<file path="src/sv/cta_pkg.sv">
// ============================================================================
// cta_pkg: shared types and constants for the cosine approximation block
// Fixed-point formats, range-reduction constants and the queue item type.
// ============================================================================
`default_nettype none

package cta_pkg;

  // Fixed-point formats of the ports and of the internal datapaths.
  localparam int ANGLE_FRAC_BITS = 24;
  localparam int OUT_FRAC_BITS   = 30;
  localparam int RED_FRAC        = 32;
  localparam int SER_FRAC        = 30;

  // Range-reduction constants with 32 fraction bits, rounded to nearest.
  localparam longint Q32_HALF_PI = 64'sd6746518852;
  localparam longint Q32_PI      = 64'sd13493037705;
  localparam longint Q32_TWO_PI  = 64'sd26986075409;

  // Reciprocal of 2*pi used to estimate the quotient from the top bits.
  localparam int     RECIP_SHIFT = 20;
  localparam int     RECIP_W     = 19;
  localparam longint Q_RECIP     =
    ((64'sd1 <<< (RED_FRAC + RECIP_SHIFT)) + Q32_TWO_PI / 2) / Q32_TWO_PI;

  // Reduction datapath widths.
  localparam int ANGLE_SHIFT = RED_FRAC - ANGLE_FRAC_BITS;
  localparam int VW          = 32 + ANGLE_SHIFT + 2;
  localparam int TW          = VW - RED_FRAC;
  localparam int PW          = TW + RECIP_W;
  localparam int QW          = PW - RECIP_SHIFT;
  localparam int R0W         = 37;
  localparam int RW          = 35;
  localparam int R1W         = 34;
  localparam int XW          = 31;

  // Exact division of 31-bit values by 3 and by 15 through reciprocals.
  localparam int     DIV3_SHIFT  = 33;
  localparam int     DIV15_SHIFT = 35;
  localparam longint DIV3_MUL    = ((64'sd1 <<< DIV3_SHIFT) + 2) / 3;
  localparam longint DIV15_MUL   = ((64'sd1 <<< DIV15_SHIFT) + 14) / 15;

  // Depth of the queue between the reduction front and the series back.
  localparam int QDEPTH = 4;
  localparam int QAW    = 2;

  // One reduced item handed from the front to the back.
  typedef struct packed {
    logic [XW-1:0] x;
    logic          flip;
  } cta_item_t;

endpackage

`default_nettype wire

</file>
<file path="src/sv/cta_queue.sv">
// ============================================================================
// cta_queue: short queue between the reduction front and the series back
// Holds reduced items so that each side can stall on its own.
// ============================================================================
`default_nettype none

module cta_queue (
  input  wire logic                clk,
  input  wire logic                rst,
  input  wire logic                push,
  input  cta_pkg::cta_item_t       item_in,
  output logic                     full,
  input  wire logic                pop,
  output cta_pkg::cta_item_t       item_out,
  output logic                     empty
);

  cta_pkg::cta_item_t mem [cta_pkg::QDEPTH];
  logic [cta_pkg::QAW-1:0] wr_ptr, rd_ptr;
  logic [cta_pkg::QAW:0]   cnt;
  logic                    do_push, do_pop;

  assign full     = (cnt == (cta_pkg::QAW+1)'(cta_pkg::QDEPTH));
  assign empty    = (cnt == '0);
  assign do_push  = push && !full;
  assign do_pop   = pop && !empty;
  assign item_out = mem[rd_ptr];

  // Pointers and fill count.
  always_ff @(posedge clk) begin
    if (rst) begin
      wr_ptr <= '0;
      rd_ptr <= '0;
      cnt    <= '0;
    end else begin
      if (do_push) begin
        wr_ptr <= wr_ptr + 1'b1;
      end
      if (do_pop) begin
        rd_ptr <= rd_ptr + 1'b1;
      end
      if (do_push && !do_pop) begin
        cnt <= cnt + 1'b1;
      end else if (do_pop && !do_push) begin
        cnt <= cnt - 1'b1;
      end
    end
  end

  // Storage.
  always_ff @(posedge clk) begin
    if (do_push) begin
      mem[wr_ptr] <= item_in;
    end
  end

endmodule

`default_nettype wire

</file>
<file path="config.mk">
export PLATFORM = sky130hd
export DESIGN_NAME = cta_queue
export DESIGN_NICKNAME = d
export VERILOG_FILES = /design/src/sv/cta_pkg.sv /design/src/sv/cta_queue.sv
export SDC_FILE = /design/constraint.sdc
export NUM_CORES = 1
export LEC_CHECK = 0
export ABC_AREA = 1
export BUFFER_PORTS_ARGS = -buffer_cell sky130_fd_sc_hd__clkbuf_2
export CAP_MARGIN = 10
export CORE_MARGIN = 2
export CORE_UTILIZATION = 61
export CTS_BUF_LIST = sky130_fd_sc_hd__clkbuf_8 sky130_fd_sc_hd__clkbuf_16
export DETAILED_ROUTE_END_ITERATION = 12
export GPL_TIMING_DRIVEN = 1
export MAX_ROUTING_LAYER = met4
export PLACE_DENSITY = 0.9
export SYNTH_ARGS = -nofsm -noshare
export SYNTH_HDL_FRONTEND = slang
export SYNTH_SLANG_ARGS = --single-unit
</file>
<file path="constraint.sdc">
create_clock -name clk -period 3.8 [get_ports clk]
set_input_delay 0.57 -clock clk [delete_from_list [all_inputs] [get_ports clk]]
set_output_delay 0.57 -clock clk [all_outputs]
set_load 0.01 [all_outputs]
</file>
Word-level counts from Yosys, hierarchy flattened
Memories as Yosys holds them, arrays and structs flattened. A register that Yosys moved wholly into a read port is not among the register bits.
Cells that the tools add are included.
{"block": "totals", "ff_bits": 7, "ramBits": 128, "out_inout_bits": 34, "wordCells": 25, "n_memories": 1}
{"block": "classes", "addsub": 4, "eq_ne": 1, "mux": 6, "reduce_logical": 10}
{"name": "mem", "depth": 4, "width": 32, "rd": 1, "rd_clocked_by_memory_dff": 1, "wr": 1, "line_no": "cta_queue.sv:18", "source": "cta_pkg::cta_item_t mem [cta_pkg::QDEPTH];"}
{"cell": "3-bit 2-to-1 mux", "n": 2}
{"cell": "2-bit by 1-bit adder with 2-bit output, second input constant", "n": 2}
{"cell": "1-bit logical AND", "n": 4}
{"cell": "1-bit zero test", "n": 4}
{"cell": "2-bit 2-to-1 mux", "n": 2}
{"cell": "3-bit by 1-bit adder with 3-bit output, second input constant", "n": 1}
{"cell": "3-bit equality test, second input constant", "n": 1}
{"cell": "3-bit zero test", "n": 1}
{"cell": "3-bit by 1-bit subtractor with 3-bit output, second input constant", "n": 1}
{"cell": "1-bit 2-to-1 mux", "n": 2}
{"cell": "2-bit nonzero test", "n": 1}

Depth between registers and ports, before layout
Gate-level depths: netlist (run 1).
{"block": "depth", "ltp_word": 7, "depth_mapped": 13, "ltp_nobuf": 13}

Least setup slack after synthesis (run 1)
No wires, ideal clock.
{"block": "synth_path", "kind": "input to register", "from": "input port push", "to": "memory mem[0][0] (netlist bit) (enable)", "setup_ns": 0.421, "arrival_ns": 2.002, "t_required_ns": 3.379, "path_slack_ns": 1.377, "stages": 2, "cell_sequence": "nand2_2 nor2_1"}
{"block": "synth_between", "elab_chain_cells": 3}
{"item": "start: declaration", "line_no": "cta_queue.sv:10", "source": "input wire logic push,"}
{"item": "1-bit logical AND", "line_no": "cta_queue.sv:25", "source": "assign do_push = push && !full;"}
{"item": "1-bit 2-to-1 mux", "line_no": "cta_queue.sv:52", "source": "if (do_push) begin"}
{"item": "1-bit 2-to-1 mux (implied by the code)", "line_no": "cta_queue.sv:53", "source": "mem[wr_ptr] <= item_in;"}
{"item": "end: declaration", "line_no": "cta_queue.sv:18"}
Every way passes these cells.

==> impl_metrics.csv, run 1 <==
group,metric,value,unit
clock_tree,cts_htree_levels,4,
clock_tree,clock_buffer_count_from_cts,17,
hold_path,hold_path_class,"in2reg",
grt,grt_first_pass_wirelength,16300,µm
pwr,comb_power_share,20.8,%
grt,grt_util_met3,6.58,%
detailed_routing,vias_per_cell,5.69,
detailed_routing,ant_nets,0,
floorplan,effective_utilization_at_floorplan,63.5,%
clock_tree,clock_tree.buffer_depth,2,
setup_path,cp.buffers_inverters,2,
clock_tree,cts_hold_buf,0,
setup_path,critical_path.top_delay_family,"flip-flops",
placed_design,buffer_ports.inserted,69,
setup_path,worst-r2r-cell-count,13,
timing,timing.fmax,0.351,GHz
floorplan,die_width,97.0,µm
detailed_routing,post_drt_wl_per_cell,18.2,µm
grt,gr-max-usage-layer,"met2",
hold_path,hold_depth,1,
detailed_routing,route.vias.total,3230,
timing,finalSetupViolations,0,
placed_design,place_area,5640,µm²
synth,synth.yosys.seq_area_share,76.4,%
hold_path,origin_of_the_worst_min_delay_path,"item_in[14]",
setup_path,crit_path_start_kind,"register",
grt,first_global_vias,3268,
pwr,netSwitchingFraction,29.4,%
timing,clock-skew-final,0.00601,ns
synth,netlist_instances,379,
final_layout,filler_cell_count,498,
grt,overflow,0,
pwr,power.clock.fraction,36.8,%
final_layout,ff_latch_area,4030,µm²
grt,antenna_violations_before_repair,0,
setup_path,worstReg2RegStart,"cnt[0]",
detailed_routing,detail_route.drc_violations,0,
floorplan,fp.dieArea,9400,µm²
final_layout,multi_input_area,1040,µm²
final_layout,drive_gt1_share,23.8,%
setup_path,crit_arrival,2.28,ns
grt,largest_net_degree_at_the_start_of_global_routing,65,
synth,postSynthAreaPerCell,13.9,µm²
pwr,power.net_switching,1.35,mW
final_layout,antennaDiodeCount,0,
timing,min_period_over_period,75.0,%
pwr,total_internal_power,3.23,mW
pwr,p_seq_share,42.4,%
clock_tree,post_cts_buffers,0,
final_layout,nNetsFinal,492,
grt,globalRouteMet2Util,38.8,%
setup_path,reg2reg_to,"cnt[2]",
pwr,p_leak,2.30,nW
clock_tree,post_cts_resized,0,
timing,fin_crit,2.85,ns
timing,number_of_failing_hold_endpoints_at_the_final_stage,0,
grt,use_met1,27.2,%
setup_path,crit_path_top_delay_cell,"dfxtp_2",
final_layout,final_common_cell,"edfxtp_1",
clock_tree,cts.clk_slew.worst_paths,0.06,ns
placed_design,routability_congestion_estimate_from_global_placement,0.744,
setup_path,worst_path_largest_cell_delay,0.82,ns
pwr,design_power_total,4.58,mW
timing,rsz0062_at_grt,"no",
synth,yosys_warnings,0,
setup_path,crit_path_max_fanout,40,
floorplan,core_area,8300,µm²
placed_design,place_hpwl,5800,µm
synth,synth-seq-cells,137,
job,timing.max_cap.violations,0,
timing,tightest_slew,1.04,ns
synth,synth.cell_area,5270,µm²
floorplan,die_height,97.0,µm
grt,grt_use_total,23.3,%
setup_path,ordered_list_of_cells_on_the_worst_path,"buf_4 > o21ai_0 > o22ai_1 > clkbuf_2",
setup_path,crit_path_end_kind,"primary output",
timing,final_max_slew_viol_count,0,
final_layout,stdcell_area,6250,µm²
setup_path,setup.worst_path.class,"reg2out",
pwr,power_density,732,nW/µm²
setup_path,critical_path_required,3.23,ns
detailed_routing,drt_pass1_iterations,5,
clock_tree,cts.root.buffer_cell,"clkbuf_8",
clock_tree,clkSinkCount,137,
clock_tree,later_pin_clock_latency_in_the_skew_report,0.52,ns
pwr,peakVddDrop,0.000480,V
clock_tree,tritoncts,"built",
timing,slew-limit-headroom,30.5,%
floorplan,placement_rows,33,
floorplan,ioPinCount,70,
detailed_routing,detail_route.iter0.violations,256,
run_status,status,"completed",
final_layout,leading_cell_types_in_the_layout_fill_and_taps_excluded,"128 x edfxtp_1, 73 x nor2_1, 69 x clkbuf_2",
setup_path,reg2reg_slack,1.78,ns
hold_path,whs_endpoint,"mem[3][14]",
synth,ys_types,22,
final_layout,syn2layout_area_growth,18.6,%
detailed_routing,route.final.wire_length,10300,µm
timing,tns,0,ns
synth,synth.net_count,421,
timing,holdWs,0.267,ns
[layout make-up]
type,count,share of cell area (%)
sequential,137,64.4
multi-input combinational,205,16.7
clock buffer,17,6.63
timing repair buffer,71,5.77
clock inverter,15,3.20
tap,105,2.10
inverter,18,1.20
[stage by stage]
step / std cells / worst slack, ns / utilization, %
global route: 568 / 0.806 / 75.3
finish: 568 / 0.952 / 75.3
CTS: 568 / 0.883 / 75.3
detailed placement: 536 / 1.51 / 67.9
global placement: 536 / 1.57 / 67.9
floorplan: 379 / 1.38 / -
[worst max path at each step]
stage | to | slack, ns | depth (start not counted)
6_report | item_out[8] | 0.95 | 4
3_5_place_dp | item_out[12] | 1.51 | 4
2_1_floorplan | mem[0][0] | 1.38 | 2
4_1_cts | item_out[8] | 0.88 | 4
3_3_place_gp | item_out[8] | 1.57 | 4
5_1_grt | item_out[8] | 0.81 | 4
[sequential cells by signal, summed over array words and instances (netlist names), named ones only]
| name | count |
|---|---|
| mem | 128 |
| rd_ptr | 2 |
| wr_ptr | 2 |
| cnt | 3 |
[cell families (layout without fill, tap and decap cells)]
| group | after synthesis | after routing | share of synthesized area, % |
|---|---|---|---|
| AO/OA/AOI/OAI | 100 | 100 | 10.3 |
| XOR/XNOR | 1 | 1 | 0.166 |
| adder cells (fa/ha/maj) | 6 | 6 | 1.57 |
| buffers and inverters | 37 | 121 | 4.42 |
| flip-flops | 137 | 137 | 76.4 |
| AND/OR/NAND/NOR | 98 | 98 | 7.24 |
[per-layer routing]
layer  routed length, µm  up-vias
met4                 135        0
met1                4130     1565
met2                5530      109
li1                    -     1541
met5                   0        -
met3                 535       15
[cells in the mapped netlist, drive strengths merged]
master	number	share of area, %
edfxtp	128	73
inv	18	1.4
dfxtp	9	3.4
clkbuf	1	0.071
fa	1	0.38
xor2	1	0.17
buf	18	2.9
nand2	15	1.1
nand3b	1	0.14
ha	5	1.2
o21ai	65	6.2
o22ai	32	3.8
nand3	4	0.38
nor2	78	5.6
a21oi	3	0.28
[power by group through the flow]
stage | registers [mW] | clock network (mW) | logic (mW)
floorplan | 1.92 | 0 | 0.692
global placement | 1.96 | 0 | 0.907
detailed placement | 1.97 | 0 | 0.948
CTS | 1.94 | 1.69 | 0.963
global route | 1.96 | 1.76 | 1.06
finish | 1.94 | 1.68 | 0.951
No activity file was read; power rests on OpenSTA's default activity.
==> run 2: changes to the inputs <==
--- a/config.mk
+++ b/config.mk
@@ -9,12 +9,12 @@
 export BUFFER_PORTS_ARGS = -buffer_cell sky130_fd_sc_hd__clkbuf_2
 export CAP_MARGIN = 10
 export CORE_MARGIN = 2
-export CORE_UTILIZATION = 61
+export CORE_UTILIZATION = 57
 export CTS_BUF_LIST = sky130_fd_sc_hd__clkbuf_8 sky130_fd_sc_hd__clkbuf_16
 export DETAILED_ROUTE_END_ITERATION = 12
 export GPL_TIMING_DRIVEN = 1
 export MAX_ROUTING_LAYER = met4
-export PLACE_DENSITY = 0.9
+export PLACE_DENSITY = 0.85
 export SYNTH_ARGS = -nofsm -noshare
 export SYNTH_HDL_FRONTEND = slang
 export SYNTH_SLANG_ARGS = --single-unit
==> constraint.sdc (replaced) <==
create_clock -name clk -period 2.7 [get_ports clk]
set_input_delay 0.405 -clock clk [delete_from_list [all_inputs] [get_ports clk]]
set_output_delay 0.405 -clock clk [all_outputs]
set_load 0.01 [all_outputs]
==> run 2 against run 1 <==
  * First-iteration DRC count decreased by 17%
  * Sequential share of layout area decreased by 0.27 points
  * Sequential cell count unchanged
  * Critical path type unchanged
  * Critical endpoint is now item_out[4]
==> impl_metrics.csv, run 2 (synthesized netlist as in run 1, its figures left out) <==
group,metric,value,unit
setup_path,crit_path_start_kind,"register",
placed_design,place_hpwl,5910,µm
setup_path,setup.worst_path.class,"reg2out",
setup_path,reg2reg_slack,0.65,ns
pwr,design_power_total,6.34,mW
setup_path,crit_arrival,2.08,ns
detailed_routing,drt_pass1_iterations,6,
timing,slew-limit-headroom,58.7,%
pwr,peakVddDrop,0.000670,V
clock_tree,cts.root.buffer_cell,"clkbuf_8",
final_layout,final_common_cell,"edfxtp_1",
detailed_routing,detail_route.drc_violations,0,
clock_tree,clkSinkCount,137,
detailed_routing,detail_route.iter0.violations,213,
grt,antenna_violations_before_repair,0,
floorplan,placement_rows,35,
grt,overflow,0,
pwr,power.clock.fraction,35.2,%
floorplan,fp.dieArea,10000,µm²
final_layout,leading_cell_types_in_the_layout_fill_and_taps_excluded,"128 x edfxtp_1, 73 x nor2_1, 69 x clkbuf_2",
timing,clock-skew-final,0.00673,ns
floorplan,die_width,100,µm
timing,rsz0062_at_grt,"no",
setup_path,crit_path_max_fanout,32,
clock_tree,cts_hold_buf,0,
grt,largest_net_degree_at_the_start_of_global_routing,65,
setup_path,critical_path_required,2.30,ns
hold_path,hold_path_class,"in2reg",
timing,final_max_slew_viol_count,0,
detailed_routing,route.vias.total,3290,
pwr,comb_power_share,21.8,%
timing,tns,0,ns
floorplan,ioPinCount,70,
grt,grt_first_pass_wirelength,16000,µm
clock_tree,later_pin_clock_latency_in_the_skew_report,0.51,ns
grt,grt_use_total,22.4,%
run_status,status,"completed",
timing,tightest_slew,0.618,ns
floorplan,die_height,100,µm
clock_tree,clock_tree.buffer_depth,2,
pwr,power_density,1010,nW/µm²
pwr,p_leak,2.34,nW
detailed_routing,post_drt_wl_per_cell,18.0,µm
clock_tree,cts.clk_slew.worst_paths,0.06,ns
final_layout,nNetsFinal,499,
grt,first_global_vias,3271,
pwr,total_internal_power,4.50,mW
pwr,power.net_switching,1.84,mW
final_layout,drive_gt1_share,24.3,%
final_layout,largest_register,"mem",
timing,min_period_over_period,91.9,%
timing,fin_crit,2.48,ns
detailed_routing,ant_nets,0,
timing,finalSetupViolations,0,
final_layout,syn2layout_area_growth,19.2,%
placed_design,routability_congestion_estimate_from_global_placement,0.747,
placed_design,buffer_ports.inserted,69,
pwr,p_seq_share,43.0,%
clock_tree,cts_htree_levels,4,
floorplan,effective_utilization_at_floorplan,57.9,%
timing,timing.fmax,0.403,GHz
clock_tree,clock_buffer_count_from_cts,17,
job,timing.max_cap.violations,0,
setup_path,crit_path_end_kind,"primary output",
final_layout,largest_register_ff_count,128,
detailed_routing,route.final.wire_length,10400,µm
floorplan,core_area,9110,µm²
final_layout,antennaDiodeCount,0,
clock_tree,tritoncts,"built",
pwr,netSwitchingFraction,29.1,%
detailed_routing,vias_per_cell,5.66,
final_layout,largestRegisters,"mem: 128 flops, cnt: 3 flops",
timing,number_of_failing_hold_endpoints_at_the_final_stage,0,
==> run 2: area by class of cell <==
cell class | count | area [µm²]
sequential | 137 | 4030
fill | 618 | 2830
multi-input combinational | 205 | 1040
clock buffer | 19 | 442
timing repair buffer | 78 | 413
clock inverter | 13 | 140
tap | 111 | 139
inverter | 18 | 75.1
==> run 2: worst max-delay path, stage by stage (launching register included) <==
cell and delay [ns]:
dfxtp_1 0.45, inv_2 0.50, o21ai_1 0.18, o22ai_1 0.24, clkbuf_2 0.18
==> run 2: final timing paths <==
kind | start | endpoint | cells after the start
hold / removal | item_in[23] | mem[3][23] | 1
hold reg to reg | wr_ptr[1] | wr_ptr[1] | 2
setup / recovery | register | item_out[4] | 4
setup reg to reg | cnt[0] | cnt[2] | 13
==> run 2: repair_timing <==
action,in CTS,in global routing
endpoints found under the setup margin,0,1
gates resized for setup,0,1
buffers inserted,0,0
==> run 2: power groups by stage <==
| stage | clock network [mW] | registers (mW) | logic, mW |
|---|---|---|---|
| floorplan | 0 | 2.70 | 0.974 |
| global placement | 0 | 2.74 | 1.32 |
| detailed placement | 0 | 2.76 | 1.38 |
| CTS | 2.27 | 2.72 | 1.39 |
| global route | 2.36 | 2.74 | 1.54 |
| finish | 2.23 | 2.72 | 1.38 |
==> run 2: per-stage QoR <==
stage	worst slack (ns)	utilization, %	instances	hold slack [ns]	area (µm²)
after floorplan	0.286	-	379	0.459	5270
after global placement	0.740	62.5	549	0.482	5700
after detailed placement	0.671	62.5	549	0.522	5700
after CTS	0.0561	68.9	581	0.0798	6280
after global routing	0.0698	68.9	581	0.0799	6280
final	0.219	68.9	581	0.109	6280
==> run 2: routing by layer <==
layer / vias to the layer above / routed length [µm] / global-route usage (%)
met2: 113 / 5380 / 36.6
met1: 1613 / 4150 / 26.0
met5: - / 0 / -
li1: 1547 / - / -
met3: 17 / 735 / 7.38
met4: 0 / 182 / 8.64
==> run 3: changes to the inputs <==
--- a/config.mk
+++ b/config.mk
@@ -15,6 +15,7 @@
 export GPL_TIMING_DRIVEN = 1
 export MAX_ROUTING_LAYER = met4
 export PLACE_DENSITY = 0.85
+export REMOVE_ABC_BUFFERS = 1
 export SYNTH_ARGS = -nofsm -noshare
 export SYNTH_HDL_FRONTEND = slang
 export SYNTH_SLANG_ARGS = --single-unit
==> run 3 against run 2 <==
  * Highest routed layer unchanged
  * First-iteration DRC count increased by 24%
  * Largest cell class unchanged
  * Maximum frequency increased by 3.3%
  * Global-route usage decreased by 0.26 points
  * Clock power increased by 8%
  * Count of clock-buffer cells in the layout decreased by 2
  * Largest power group unchanged
  * Via count decreased by 0.49%
==> impl_metrics.csv, run 3 (synthesized netlist as in run 1, its figures left out) <==
group,metric,value,unit
run_status,status,"completed",
detailed_routing,met2RoutedLength,5580,µm
grt,largest_net_degree_at_the_start_of_global_routing,65,
floorplan,core_area,9110,µm²
setup_path,crit_path_max_fanout,34,
timing,fin_crit,2.40,ns
pwr,power_density,1030,nW/µm²
final_layout,largestRegisters,"mem: 128 flops, cnt: 3 flops",
final_layout,final_cell_count_no_fill,578,
timing,number_of_failing_hold_endpoints_at_the_final_stage,0,
placed_design,cell_count_after_placement,548,
hold_path,hold_depth,1,
placed_design,buffer_ports.inserted,69,
final_layout,final_common_cell,"edfxtp_1",
final_layout,syn2layout_area_growth,19.9,%
floorplan,die_width,100,µm
timing,slew-limit-headroom,60.8,%
placed_design,routability_congestion_estimate_from_global_placement,0.806,
final_layout,nNetsFinal,498,
setup_path,crit_path_start_kind,"register",
setup_path,crit_arrival,2.00,ns
timing,timing.fmax,0.416,GHz
grt,grt_first_pass_wirelength,15600,µm
pwr,design_power_total,6.51,mW
floorplan,fp.dieArea,10000,µm²
setup_path,worst-r2r-cell-count,13,
placed_design,placement_setup_slack,0.698,ns
floorplan,ioPinCount,70,
detailed_routing,post_drt_wl_per_cell,18.1,µm
clock_tree,cts_hold_buf,0,
grt,first_global_vias,3248,
final_layout,ff_latch_area,4030,µm²
timing,rsz0062_at_grt,"no",
setup_path,reg2reg_to,"cnt[2]",
clock_tree,tritoncts,"built",
final_layout,leading_cell_types_in_the_layout_fill_and_taps_excluded,"128 x edfxtp_1, 73 x nor2_1, 69 x clkbuf_2",
timing,tightest_slew,0.587,ns
hold_path,origin_of_the_worst_min_delay_path,"item_in[6]",
setup_path,setup.worst_path.class,"reg2out",
detailed_routing,routed.top_layer,"met4",
grt,overflow,0,
clock_tree,clock_buffer_count_from_cts,17,
grt,antenna_violations_before_repair,0,
pwr,peakVddDrop,0.000627,V
detailed_routing,detail_route.drc_violations,0,
detailed_routing,route.met3.wl,619,µm
detailed_routing,m1WireLength,4150,µm
pwr,p_leak,2.33,nW
clock_tree,clock_tree.buffer_depth,2,
clock_tree,cts_htree_levels,4,
hold_path,hold_path_class,"in2reg",
timing,fin_ws,0.298,ns
hold_path,whs_endpoint,"mem[2][6]",
grt,grt_use_total,22.2,%
setup_path,critical_path_required,2.30,ns
detailed_routing,route.final.wire_length,10500,µm
final_layout,largest_register,"mem",
clock_tree,clkSinkCount,137,
timing,clock-skew-final,0.00916,ns
timing,min_period_over_period,89.0,%
clock_tree,cts.clk_slew.worst_paths,0.06,ns
setup_path,worstReg2RegStart,"cnt[0]",
detailed_routing,detail_route.iter0.violations,264,
final_layout,filler_cell_count,617,
clock_tree,later_pin_clock_latency_in_the_skew_report,0.52,ns
final_layout,layout.core_utilization,69.4,%
clock_tree,cts.root.buffer_cell,"clkbuf_8",
floorplan,die_height,100,µm
floorplan,placement_rows,35,
timing,tns,0,ns
floorplan,effective_utilization_at_floorplan,57.9,%
placed_design,place_hpwl,5940,µm
timing,finalSetupViolations,0,
timing,final_max_slew_viol_count,0,
job,timing.max_cap.violations,0,
final_layout,multi_input_area,1040,µm²
final_layout,largest_register_ff_count,128,
setup_path,crit_path_end_kind,"primary output",
clock_tree,post_cts_buffers,0,
detailed_routing,route.vias.total,3274,
detailed_routing,vias_per_cell,5.66,
clock_tree,post_cts_resized,0,
detailed_routing,drt_pass1_iterations,4,
final_layout,antennaDiodeCount,0,
detailed_routing,ant_nets,0,
final_layout,drive_gt1_share,24.4,%
setup_path,reg2reg_slack,0.67,ns
[run 3: cell types whose count changed in the layout (fill, tap and decap cells not counted), sizes merged]
cell      before  now
clkinv         4    6
clkbuf        88   86
bufinv         3    5
clkinvlp       1    2
buf            9    8
inv           23   18
[run 3: routing by layer]
layer | up-vias | GRT usage (%)
li1 | 1543 | -
met1 | 1614 | 24.6
met2 | 105 | 36.7
met3 | 12 | 8.84
met4 | 0 | 7.38
met5 | - | -
[run 3: metrics by stage]
| stage | hold WS [ns] | cell area (µm²) |
|---|---|---|
| floorplan | 0.459 | 5110 |
| global placement | 0.484 | 5700 |
| detailed placement | 0.508 | 5700 |
| CTS | 0.0751 | 6320 |
| global route | 0.0684 | 6320 |
| finish | 0.0978 | 6320 |
[run 3: report_power, final]
group	internal (mW)	switching, mW	leakage (nW)	total, mW
Clock	1.58	0.823	0.295	2.40
Sequential	2.59	0.0968	1.25	2.68
Combinational	0.482	0.948	0.788	1.43
[run 3: worst max-delay path by stage]
stage                        start      endpoint  slack (ns)  depth (start not counted)
after global placement      cnt[1]        cnt[1]        0.81                          9
after CTS                 register  item_out[27]        0.27                          4
final                     register  item_out[27]        0.30                          4
after floorplan             cnt[0]     mem[1][0]        0.29                          4
after detailed placement    cnt[0]        cnt[2]        0.70                         13
after global routing      register  item_out[27]        0.16                          4
[run 3: cell type report]
class / instances / share of cell area, %
well taps: 111 / 2.20
flip-flops and latches: 137 / 63.7
multi-input cells: 205 / 16.5
inverters: 18 / 1.19
clock inverters: 13 / 3.23
repair buffers: 77 / 6.61
clock buffers: 17 / 6.55
[run 3: worst max-delay path, cell delays in order, from the launching register on]
cell and delay [ns]:
dfxtp_2 0.50, buf_4 0.38, o21ai_0 0.17, o22ai_1 0.24, clkbuf_2 0.18
